$ cat config.mk
export PLATFORM = sky130hd
export DESIGN_NAME = scrambled_pwm_slot_encoder_flat
export DESIGN_NICKNAME = d
export VERILOG_FILES = /design/src/sv/spse_pkg.sv /design/src/sv/spse_pixel_if.sv /design/src/sv/spse_slot_if.sv /design/src/sv/spse_emit.sv /design/src/sv/scrambled_pwm_slot_encoder.sv /design/src/flat_wrapper.sv
export SDC_FILE = /design/constraint.sdc
export NUM_CORES = 1
export LEC_CHECK = 0
export BUFFER_PORTS_ARGS = -buffer_cell sky130_fd_sc_hd__clkbuf_2
export CAP_MARGIN = 20
export CELL_PAD_IN_SITES_DETAIL_PLACEMENT = 2
export CELL_PAD_IN_SITES_GLOBAL_PLACEMENT = 2
export CORE_UTILIZATION = 47
export DETAILED_ROUTE_END_ITERATION = 7
export GPL_TIMING_DRIVEN = 0
export PLACE_DENSITY_LB_ADDON = 0.05
export SYNTH_ARGS = -nofsm -noshare
export SYNTH_HDL_FRONTEND = slang
export SYNTH_SLANG_ARGS = --single-unit
$ cat constraint.sdc
create_clock -name i_clk -period 10.1 [get_ports i_clk]
set_input_delay 0 -clock i_clk [delete_from_list [all_inputs] [get_ports i_clk]]
set_output_delay 0 -clock i_clk [all_outputs]
set_load 0.01 [all_outputs]
$ cat src/sv/spse_pkg.sv
// Shared constants, types and the deck placement function for the
// scrambled PWM slot encoder. No dependencies.
package spse_pkg;

    localparam int DECK_BITS  = 2;
    localparam int SLOT_BITS  = 4;
    localparam int LEVEL_BITS = DECK_BITS + SLOT_BITS;
    localparam int DECKS      = 1 << DECK_BITS;
    localparam int SLOTS      = 1 << SLOT_BITS;
    localparam int CHANNELS   = 6;
    localparam int SCALE      = (1 << LEVEL_BITS) - (1 << DECK_BITS) + 1;
    localparam int LO_FULL    = (1 << DECK_BITS) - 1;
    localparam int PROD_W     = 2 * LEVEL_BITS;
    localparam int CNT_W      = DECK_BITS + 1;
    localparam int IDX_W      = DECK_BITS + SLOT_BITS;

    localparam int ROW_W  = 4;
    localparam int COL_W  = 6;
    localparam int LVL_W  = 6;
    localparam int DECK_W = DECK_BITS;
    localparam int SLOT_W = SLOT_BITS;
    localparam int PAT_W  = CHANNELS;

    typedef logic [CHANNELS-1:0][DECK_BITS-1:0]              t_up_arr;
    typedef logic [CHANNELS-1:0][SLOT_BITS-1:0]              t_lo_arr;
    typedef logic [DECKS-1:0][CHANNELS-1:0][CNT_W-1:0]       t_cnt_arr;

    typedef struct packed {
        logic [ROW_W-1:0] row;
        logic [COL_W-1:0] column;
        t_up_arr          up;
        t_lo_arr          lo;
    } t_split;

    // scrambled position of a deck
    function automatic logic [DECK_BITS-1:0] pos_of_deck(int place);
        int   prev;
        int   idx;
        int   stride;
        int   toggle;
        int   pos;
        logic done;
        logic [DECK_BITS-1:0] res;
        prev = 0;
        idx  = 0;
        done = 1'b0;
        res  = '0;
        for (stride = DECKS >> 1; stride > 0; stride = stride >> 1) begin
            toggle = 0;
            for (pos = prev >> 1; pos < DECKS; pos = pos + stride) begin
                if (!done) begin
                    if (prev != 0) begin
                        if (toggle[0] == 1'b0) begin
                            if (idx == place) begin
                                res  = pos[DECK_BITS-1:0];
                                done = 1'b1;
                            end
                            idx = idx + 1;
                        end
                        toggle = toggle + 1;
                    end else begin
                        if (idx == place) begin
                            res  = pos[DECK_BITS-1:0];
                            done = 1'b1;
                        end
                        idx = idx + 1;
                    end
                end
                prev = stride;
            end
        end
        return res;
    endfunction

endpackage

$ cat src/sv/spse_pixel_if.sv
// Pixel pair channel: valid/ready handshake with row, column and six intensities.
// Depends on spse_pkg.
interface spse_pixel_if;
    import spse_pkg::*;
    logic             valid;
    logic             ready;
    logic [ROW_W-1:0] row;
    logic [COL_W-1:0] column;
    logic [LVL_W-1:0] red_top;
    logic [LVL_W-1:0] green_top;
    logic [LVL_W-1:0] blue_top;
    logic [LVL_W-1:0] red_bottom;
    logic [LVL_W-1:0] green_bottom;
    logic [LVL_W-1:0] blue_bottom;

    modport source (output valid, row, column, red_top, green_top, blue_top,
                    red_bottom, green_bottom, blue_bottom, input ready);
    modport sink   (input valid, row, column, red_top, green_top, blue_top,
                    red_bottom, green_bottom, blue_bottom, output ready);
endinterface

$ cat src/sv/spse_slot_if.sv
// Slot byte channel: valid/ready handshake with address, deck, slot, pattern and last flag.
// Depends on spse_pkg.
interface spse_slot_if;
    import spse_pkg::*;
    logic              valid;
    logic              ready;
    logic [ROW_W-1:0]  row_out;
    logic [COL_W-1:0]  column_out;
    logic [DECK_W-1:0] deck;
    logic [SLOT_W-1:0] slot;
    logic [PAT_W-1:0]  pattern;
    logic              last;

    modport source (output valid, row_out, column_out, deck, slot, pattern, last,
                    input ready);
    modport sink   (input valid, row_out, column_out, deck, slot, pattern, last,
                    output ready);
endinterface

$ cat src/sv/spse_emit.sv
// Count stage and slot sequencer: forms per-position on-counts, then walks
// every deck position and slot into a registered output. Depends on spse_pkg.
module spse_emit (
    input  logic                 i_clk,
    input  logic                 i_rst_n,
    input  logic                 i_valid,
    input  spse_pkg::t_split     i_split,
    output logic                 o_ready,
    spse_slot_if.source          o_slot
);
    import spse_pkg::*;

    logic                  r_c_valid;
    logic [IDX_W-1:0]      r_idx;
    t_cnt_arr              r_cnt;
    logic [ROW_W-1:0]      r_row;
    logic [COL_W-1:0]      r_col;

    logic                  r_o_valid;
    logic [ROW_W-1:0]      r_o_row;
    logic [COL_W-1:0]      r_o_col;
    logic [DECK_W-1:0]     r_o_deck;
    logic [SLOT_W-1:0]     r_o_slot;
    logic [PAT_W-1:0]      r_o_pat;
    logic                  r_o_last;

    t_cnt_arr              n_cnt;
    logic [PAT_W-1:0]      n_pat;
    logic [DECK_W-1:0]     cur_pos;
    logic [SLOT_W-1:0]     cur_slot;
    logic                  idx_last;
    logic                  out_take;
    logic                  load;

    always_comb begin
        n_cnt = '0;
        for (int d = 0; d < DECKS; d++) begin
            for (int k = 0; k < CHANNELS; k++) begin
                n_cnt[pos_of_deck(d)][k] = CNT_W'(i_split.up[k])
                    + CNT_W'((int'(i_split.lo[k]) >= d + 1)
                             || (int'(i_split.lo[k]) == LO_FULL));
            end
        end
    end

    assign cur_pos  = r_idx[IDX_W-1:SLOT_BITS];
    assign cur_slot = r_idx[SLOT_BITS-1:0];
    assign idx_last = (r_idx == '1);

    always_comb begin
        for (int k = 0; k < CHANNELS; k++) begin
            n_pat[k] = int'(cur_slot) < int'(r_cnt[cur_pos][k]);
        end
    end

    assign out_take = !r_o_valid || o_slot.ready;
    assign load     = !r_c_valid || (idx_last && out_take);
    assign o_ready  = load;

    always_ff @(posedge i_clk) begin
        if (!i_rst_n) begin
            r_c_valid <= 1'b0;
            r_idx     <= '0;
        end else if (i_valid && load) begin
            r_c_valid <= 1'b1;
            r_idx     <= '0;
        end else if (r_c_valid && out_take) begin
            r_idx <= r_idx + 1'b1;
            if (idx_last) begin
                r_c_valid <= 1'b0;
            end
        end
    end

    always_ff @(posedge i_clk) begin
        if (i_valid && load) begin
            r_cnt <= n_cnt;
            r_row <= i_split.row;
            r_col <= i_split.column;
        end
    end

    always_ff @(posedge i_clk) begin
        if (!i_rst_n) begin
            r_o_valid <= 1'b0;
        end else if (out_take) begin
            r_o_valid <= r_c_valid;
        end
    end

    always_ff @(posedge i_clk) begin
        if (out_take && r_c_valid) begin
            r_o_row  <= r_row;
            r_o_col  <= r_col;
            r_o_deck <= cur_pos;
            r_o_slot <= cur_slot;
            r_o_pat  <= n_pat;
            r_o_last <= idx_last;
        end
    end

    assign o_slot.valid      = r_o_valid;
    assign o_slot.row_out    = r_o_row;
    assign o_slot.column_out = r_o_col;
    assign o_slot.deck       = r_o_deck;
    assign o_slot.slot       = r_o_slot;
    assign o_slot.pattern    = r_o_pat;
    assign o_slot.last       = r_o_last;

endmodule

$ cat src/sv/scrambled_pwm_slot_encoder.sv
// Scrambled PWM slot encoder: one pixel pair in, one byte per deck slot out.
// The first byte passes the input, scaling, count and output registers; each pair gives 64 bytes.
// The slot sequencer sends one byte per cycle while the output is ready; the
// input and scaling stages take the next pair meanwhile.
// Reset: synchronous active-low i_rst_n clears all valid bits; no payload reset.
// Depends on spse_pkg, spse_pixel_if, spse_slot_if and spse_emit.
module scrambled_pwm_slot_encoder (
    input  logic         i_clk,
    input  logic         i_rst_n,
    spse_pixel_if.sink   i_pix,
    spse_slot_if.source  o_slot
);
    import spse_pkg::*;

    logic                              r_a_valid;
    logic [ROW_W-1:0]                  r_a_row;
    logic [COL_W-1:0]                  r_a_col;
    logic [CHANNELS-1:0][LVL_W-1:0]    r_a_lvl;

    logic                              r_b_valid;
    t_split                            r_b_split;

    t_split                            n_b_split;
    logic                              a_ready;
    logic                              b_ready;
    logic                              e_ready;
    logic [LEVEL_BITS-1:0]             scaled [CHANNELS];

    assign b_ready     = !r_b_valid || e_ready;
    assign a_ready     = !r_a_valid || b_ready;
    assign i_pix.ready = a_ready;

    always_ff @(posedge i_clk) begin
        if (!i_rst_n) begin
            r_a_valid <= 1'b0;
        end else if (a_ready) begin
            r_a_valid <= i_pix.valid;
        end
    end

    always_ff @(posedge i_clk) begin
        if (a_ready && i_pix.valid) begin
            r_a_row    <= i_pix.row;
            r_a_col    <= i_pix.column;
            r_a_lvl[0] <= i_pix.red_top;
            r_a_lvl[1] <= i_pix.green_top;
            r_a_lvl[2] <= i_pix.blue_top;
            r_a_lvl[3] <= i_pix.red_bottom;
            r_a_lvl[4] <= i_pix.green_bottom;
            r_a_lvl[5] <= i_pix.blue_bottom;
        end
    end

    // rescale by SCALE / 2^LEVEL_BITS and split
    always_comb begin
        logic [PROD_W-1:0] prod;
        n_b_split.row    = r_a_row;
        n_b_split.column = r_a_col;
        for (int k = 0; k < CHANNELS; k++) begin
            prod = PROD_W'(LEVEL_BITS'(r_a_lvl[k])) * PROD_W'(SCALE);
            scaled[k] = prod[PROD_W-1:LEVEL_BITS];
            n_b_split.up[k] = scaled[k][LEVEL_BITS-1:SLOT_BITS];
            n_b_split.lo[k] = scaled[k][SLOT_BITS-1:0];
        end
    end

    always_ff @(posedge i_clk) begin
        if (!i_rst_n) begin
            r_b_valid <= 1'b0;
        end else if (b_ready) begin
            r_b_valid <= r_a_valid;
        end
    end

    always_ff @(posedge i_clk) begin
        if (b_ready && r_a_valid) begin
            r_b_split <= n_b_split;
        end
    end

    spse_emit u_emit (
        .i_clk   (i_clk),
        .i_rst_n (i_rst_n),
        .i_valid (r_b_valid),
        .i_split (r_b_split),
        .o_ready (e_ready),
        .o_slot  (o_slot)
    );

`ifndef SYNTH
    a_more_follows: assert property (@(posedge i_clk) disable iff (!i_rst_n)
        o_slot.valid && o_slot.ready && !o_slot.last |=> o_slot.valid)
        else $error("byte stream broke before last");

    a_slot_advance: assert property (@(posedge i_clk) disable iff (!i_rst_n)
        o_slot.valid && o_slot.ready && !o_slot.last
        |=> o_slot.slot == SLOT_W'($past(o_slot.slot) + 1'b1))
        else $error("slot did not advance by one");

    a_last_place: assert property (@(posedge i_clk) disable iff (!i_rst_n)
        o_slot.valid && o_slot.last |-> o_slot.slot == '1 && o_slot.deck == '1)
        else $error("last flag away from final slot");
`endif

endmodule
$ cat src/flat_wrapper.sv
// flat-port wrapper written by rule: the top's interface ports become plain ports
module scrambled_pwm_slot_encoder_flat import spse_pkg::*;
  (i_clk, i_rst_n, i_pix_valid, i_pix_row, i_pix_column, i_pix_red_top, i_pix_green_top, i_pix_blue_top, i_pix_red_bottom, i_pix_green_bottom, i_pix_blue_bottom, i_pix_ready, o_slot_valid, o_slot_row_out, o_slot_column_out, o_slot_deck, o_slot_slot, o_slot_pattern, o_slot_last, o_slot_ready);
  spse_pixel_if i_pix_i ();
  spse_slot_if o_slot_i ();
  input  logic i_clk;
  input  logic i_rst_n;
  input wire logic [$bits(i_pix_i.valid)-1:0] i_pix_valid;
  input wire logic [$bits(i_pix_i.row)-1:0] i_pix_row;
  input wire logic [$bits(i_pix_i.column)-1:0] i_pix_column;
  input wire logic [$bits(i_pix_i.red_top)-1:0] i_pix_red_top;
  input wire logic [$bits(i_pix_i.green_top)-1:0] i_pix_green_top;
  input wire logic [$bits(i_pix_i.blue_top)-1:0] i_pix_blue_top;
  input wire logic [$bits(i_pix_i.red_bottom)-1:0] i_pix_red_bottom;
  input wire logic [$bits(i_pix_i.green_bottom)-1:0] i_pix_green_bottom;
  input wire logic [$bits(i_pix_i.blue_bottom)-1:0] i_pix_blue_bottom;
  output wire logic [$bits(i_pix_i.ready)-1:0] i_pix_ready;
  output wire logic [$bits(o_slot_i.valid)-1:0] o_slot_valid;
  output wire logic [$bits(o_slot_i.row_out)-1:0] o_slot_row_out;
  output wire logic [$bits(o_slot_i.column_out)-1:0] o_slot_column_out;
  output wire logic [$bits(o_slot_i.deck)-1:0] o_slot_deck;
  output wire logic [$bits(o_slot_i.slot)-1:0] o_slot_slot;
  output wire logic [$bits(o_slot_i.pattern)-1:0] o_slot_pattern;
  output wire logic [$bits(o_slot_i.last)-1:0] o_slot_last;
  input wire logic [$bits(o_slot_i.ready)-1:0] o_slot_ready;
  assign i_pix_i.valid = i_pix_valid;
  assign i_pix_i.row = i_pix_row;
  assign i_pix_i.column = i_pix_column;
  assign i_pix_i.red_top = i_pix_red_top;
  assign i_pix_i.green_top = i_pix_green_top;
  assign i_pix_i.blue_top = i_pix_blue_top;
  assign i_pix_i.red_bottom = i_pix_red_bottom;
  assign i_pix_i.green_bottom = i_pix_green_bottom;
  assign i_pix_i.blue_bottom = i_pix_blue_bottom;
  assign i_pix_ready = i_pix_i.ready;
  assign o_slot_valid = o_slot_i.valid;
  assign o_slot_row_out = o_slot_i.row_out;
  assign o_slot_column_out = o_slot_i.column_out;
  assign o_slot_deck = o_slot_i.deck;
  assign o_slot_slot = o_slot_i.slot;
  assign o_slot_pattern = o_slot_i.pattern;
  assign o_slot_last = o_slot_i.last;
  assign o_slot_i.ready = o_slot_ready;
  scrambled_pwm_slot_encoder u_core (.i_clk(i_clk), .i_rst_n(i_rst_n), .i_pix(i_pix_i), .o_slot(o_slot_i));
endmodule
==> summary.md <==
| Metric | Value |
|---|---|
| Synth cell types | 53 |
| Share of cells above drive strength 1 | 0.1216 |
| Detailed-route via count | 7448 |
| # port buffers | 74 |
| Commonest non-fill, non-tap cell in the layout | edfxtp_1 |
| Ys flop type | edfxtp_1 |
| Max_slew headroom | 0.2946 |
| Initial drt markers | 253 |
| PwrDens | 181.1 nW/um^2 |
| Worst skew pair latency | 0.44 ns |
| Status | complete, no violations |
| WL per Instance | 21.50 microns |
| Layout Area Growth over Synthesis | 15.89% |
| Vias per cell | 5.421 |
| Hold_sp | o_slot_ready |
| Fin crit share | 0.4098 |
| Post-synthesis compound-gate area fraction | 0.05989 |
| Fillers | 2335 |
| DRC | 0 |
| Grt total ovfl | 0 |
| Initial Util | 0.4778 |
| Resized Gates After CTS | 0 |
| HP Class | input pin to register |
| Worst-path clk slew | 0.08 ns |
| Detail Placement HPWL | 21.66 mm |
| Wire length of the first global-routing pass | 47.85 mm |
| Design Area, Final | 13940 sq um |
| Largest stage delay on the critical path | 0.54 ns |
| Sequential area share after synthesis | 0.4858 |
| DRT Wirelength | 29.54 mm |
| CP required | 10.33 ns |
| Post-CTS Setup Repair Bufs | 0 |
| Post-Synthesis Cell Area | 12030 sq um |
| Post-synthesis adder-cell area fraction | 0.2918 |
| # hold bufs at CTS | 49 |
| LEAKAGE | 6.029 nW |
| Max-Cap Viols | 0 |
| Post-synthesis cell count | 888 |
| Ports | 75 |
| Pin count of the biggest net entering global routing | 38 |
| Dpl cell area | 12940 sq um |
| CP Class | register to register |
| Bufs on Longest Clock Path | 2 |
| GP Congestion | 0.7755 |
| Net count, final | 1325 |
| Highest Clock Rate | 241.6 MHz |
| EDFF count, synth | 188 |
| VDD IR max | 91.48 uV |
| Die height | 162.0 microns |
| Core area | 25180 sq um |
| Synth Area in XOR/XNOR | 0.02620 |
| Simple-gate area share of the yosys netlist | 0.05158 |
| Die area | 26250 sq um |
| Critical path endpoint category | register |
| Slew Viols, Final | 0 |
| CP max stage cell | fa_1 |
| Crit start category | register |
| Final core occ | 0.5538 |
| TritonCTS clock tree | done |
| Origin of the worst setup path | u_core.r_a_lvl[15] |
| Initial antenna violation count | 0 |
| Largest family of logic cells by synthesized area | adder cells |
| Fraction of registers with async set or reset after synthesis | 0 |
| Ant. Diodes | 0 |
| Number of core rows | 58 |
| GRT Util Overall | 0.2419 |
| Mux cell area share after synthesis | 0.03192 |
| CTS sink count | 198 |
| CP arrival | 4.37 ns |
| Avg Inst Size Synth | 13.55 sq um |
| TritonRoute pass-1 iters | 4 |
| Most frequent CP cell | inv_1 |
| CTS buffer count | 17 |
| Syn nets | 1179 |
| Number of global-route vias before repair | 8851 |
| Pwr Total | 0.002526 W |
| Flip-flop and latch count after synthesis | 198 |
| Minimum clock period | 4.139 ns |
| R2R setup slack | 5.96 ns |
| Most frequent cells in the layout | edfxtp_1, ha_1, inv_1 |
| Die extent in x | 162.0 microns |
| TNS Setup | 0 ns |
| H-tree depth | 4 |
| Worst-path maximum fanout | 5 |
| Hold Vio Cnt, Final | 0 |
| CTS Root Cell | clkbuf_16 |
| Fin Clk Skew | 0.01604 ns |
| Worst path cell trace | inv_1 > fa_1 > inv_1 > fa_1 > inv_1 > fa_1 > inv_1 > ha_1 > nand3_1 > o211ai_1 > a221o_1 > a2111oi_2 |
| Synth Warn # | 0 |
| Endpoints failing setup | 0 |
| Detail Route Antenna Nets | 0 |
| Unrepaired setup endpoints after global routing | no |
| Reg2reg start | u_core.r_a_lvl[15] |
| Slew @ Worst Pin | 1.057 ns |
report_power, final:
group,internal [W],switching [W],total (W),leakage (nW)
sequential,0.00103,0.0000536,0.00109,1.85
combinational,0.000342,0.000459,0.000800,3.93
clock,0.000334,0.000305,0.000639,0.248
total,0.00171,0.000817,0.00253,6.03
final cells by class:
class | count | area, sq um | area share
plain buffers | 7 | 38.79 | 0.002782
clock buffers | 19 | 432.9 | 0.03105
clock inverters | 10 | 83.83 | 0.006012
inverters | 159 | 596.8 | 0.04280
multi-input cells | 524 | 5585 | 0.4005
flip-flops and latches | 198 | 5846 | 0.4192
well taps | 330 | 412.9 | 0.02961
repair buffers | 127 | 948.4 | 0.06801
logic make-up after synthesis:
group | after synthesis
buffers and inverters | 166
multiplexers | 26
XOR/XNOR | 36
AO/OA/AOI/OAI | 100
AND/OR/NAND/NOR | 121
adder cells (fa/ha/maj) | 241
flip-flops | 198
synth_stat cells (5+ instances only):
master       n  area share
a31oi_1     10      0.0052
o21ai_0      7      0.0029
dfxtp_1     10       0.017
o2111ai_1    6      0.0044
nor3_1       5      0.0021
a2111oi_0    7      0.0051
fa_1        66        0.11
or3_1        6      0.0031
edfxtp_1   188        0.47
xnor2_1     18       0.013
mux4_2       6       0.011
nor2_1      28      0.0087
ha_1       175        0.18
a211o_1     13      0.0095
a21oi_1     26       0.011
and3_1       6      0.0031
inv_1      159       0.050
or2_2        6      0.0031
o211ai_1     6      0.0037
mux2i_1     17       0.014
nand2_1     24      0.0075
xor2_1      18       0.013
nand3_1     22      0.0092
per-layer routing:
layer	wire length, microns	track usage
met4	610	0.08062
met2	16540	0.4639
met5	0	0
met3	816	0.02860
met1	11570	0.2761
final timing paths:
path	cells past startpoint	to
min reg2reg	0	u_core.u_emit.r_row[0]
max reg2reg	12	u_core.r_b_split[29]
min	4	u_core.u_emit.r_idx[1]
max	12	u_core.r_b_split[29]
critical path, delay by kind of cell, from the launching register on:
| kind | cells | cell delay [ns] |
|---|---|---|
| AO/OA/AOI/OAI | 3 | 0.99 |
| adder cells (fa/ha/maj) | 4 | 1.94 |
| buffers and inverters | 4 | 0.34 |
| flip-flops | 1 | 0.47 |
| AND/OR/NAND/NOR | 1 | 0.18 |
sequential cells by signal, indices dropped and copies added (netlist names), 6 cells and up:
| name | count |
|---|---|
| u_core.r_a_lvl | 36 |
| u_core.u_emit.o_slot.pattern | 6 |
| u_core.u_emit.r_cnt | 63 |
| u_core.r_a_col | 6 |
| u_core.r_b_split | 46 |
| u_core.u_emit.r_idx | 6 |
| u_core.u_emit.o_slot.column_out | 6 |
| u_core.u_emit.r_col | 6 |
per-stage QoR:
stage	setup slack, ns	hold WS [ns]	instances
after floorplan	5.077	0.09887	888
final	5.961	0.1702	1374
after detailed placement	6.009	0.1788	1296
after CTS	5.980	0.1418	1374
after global routing	5.748	0.1970	1374
after global placement	2.987	0.1762	1292
Power figures use the tool's default switching activity.
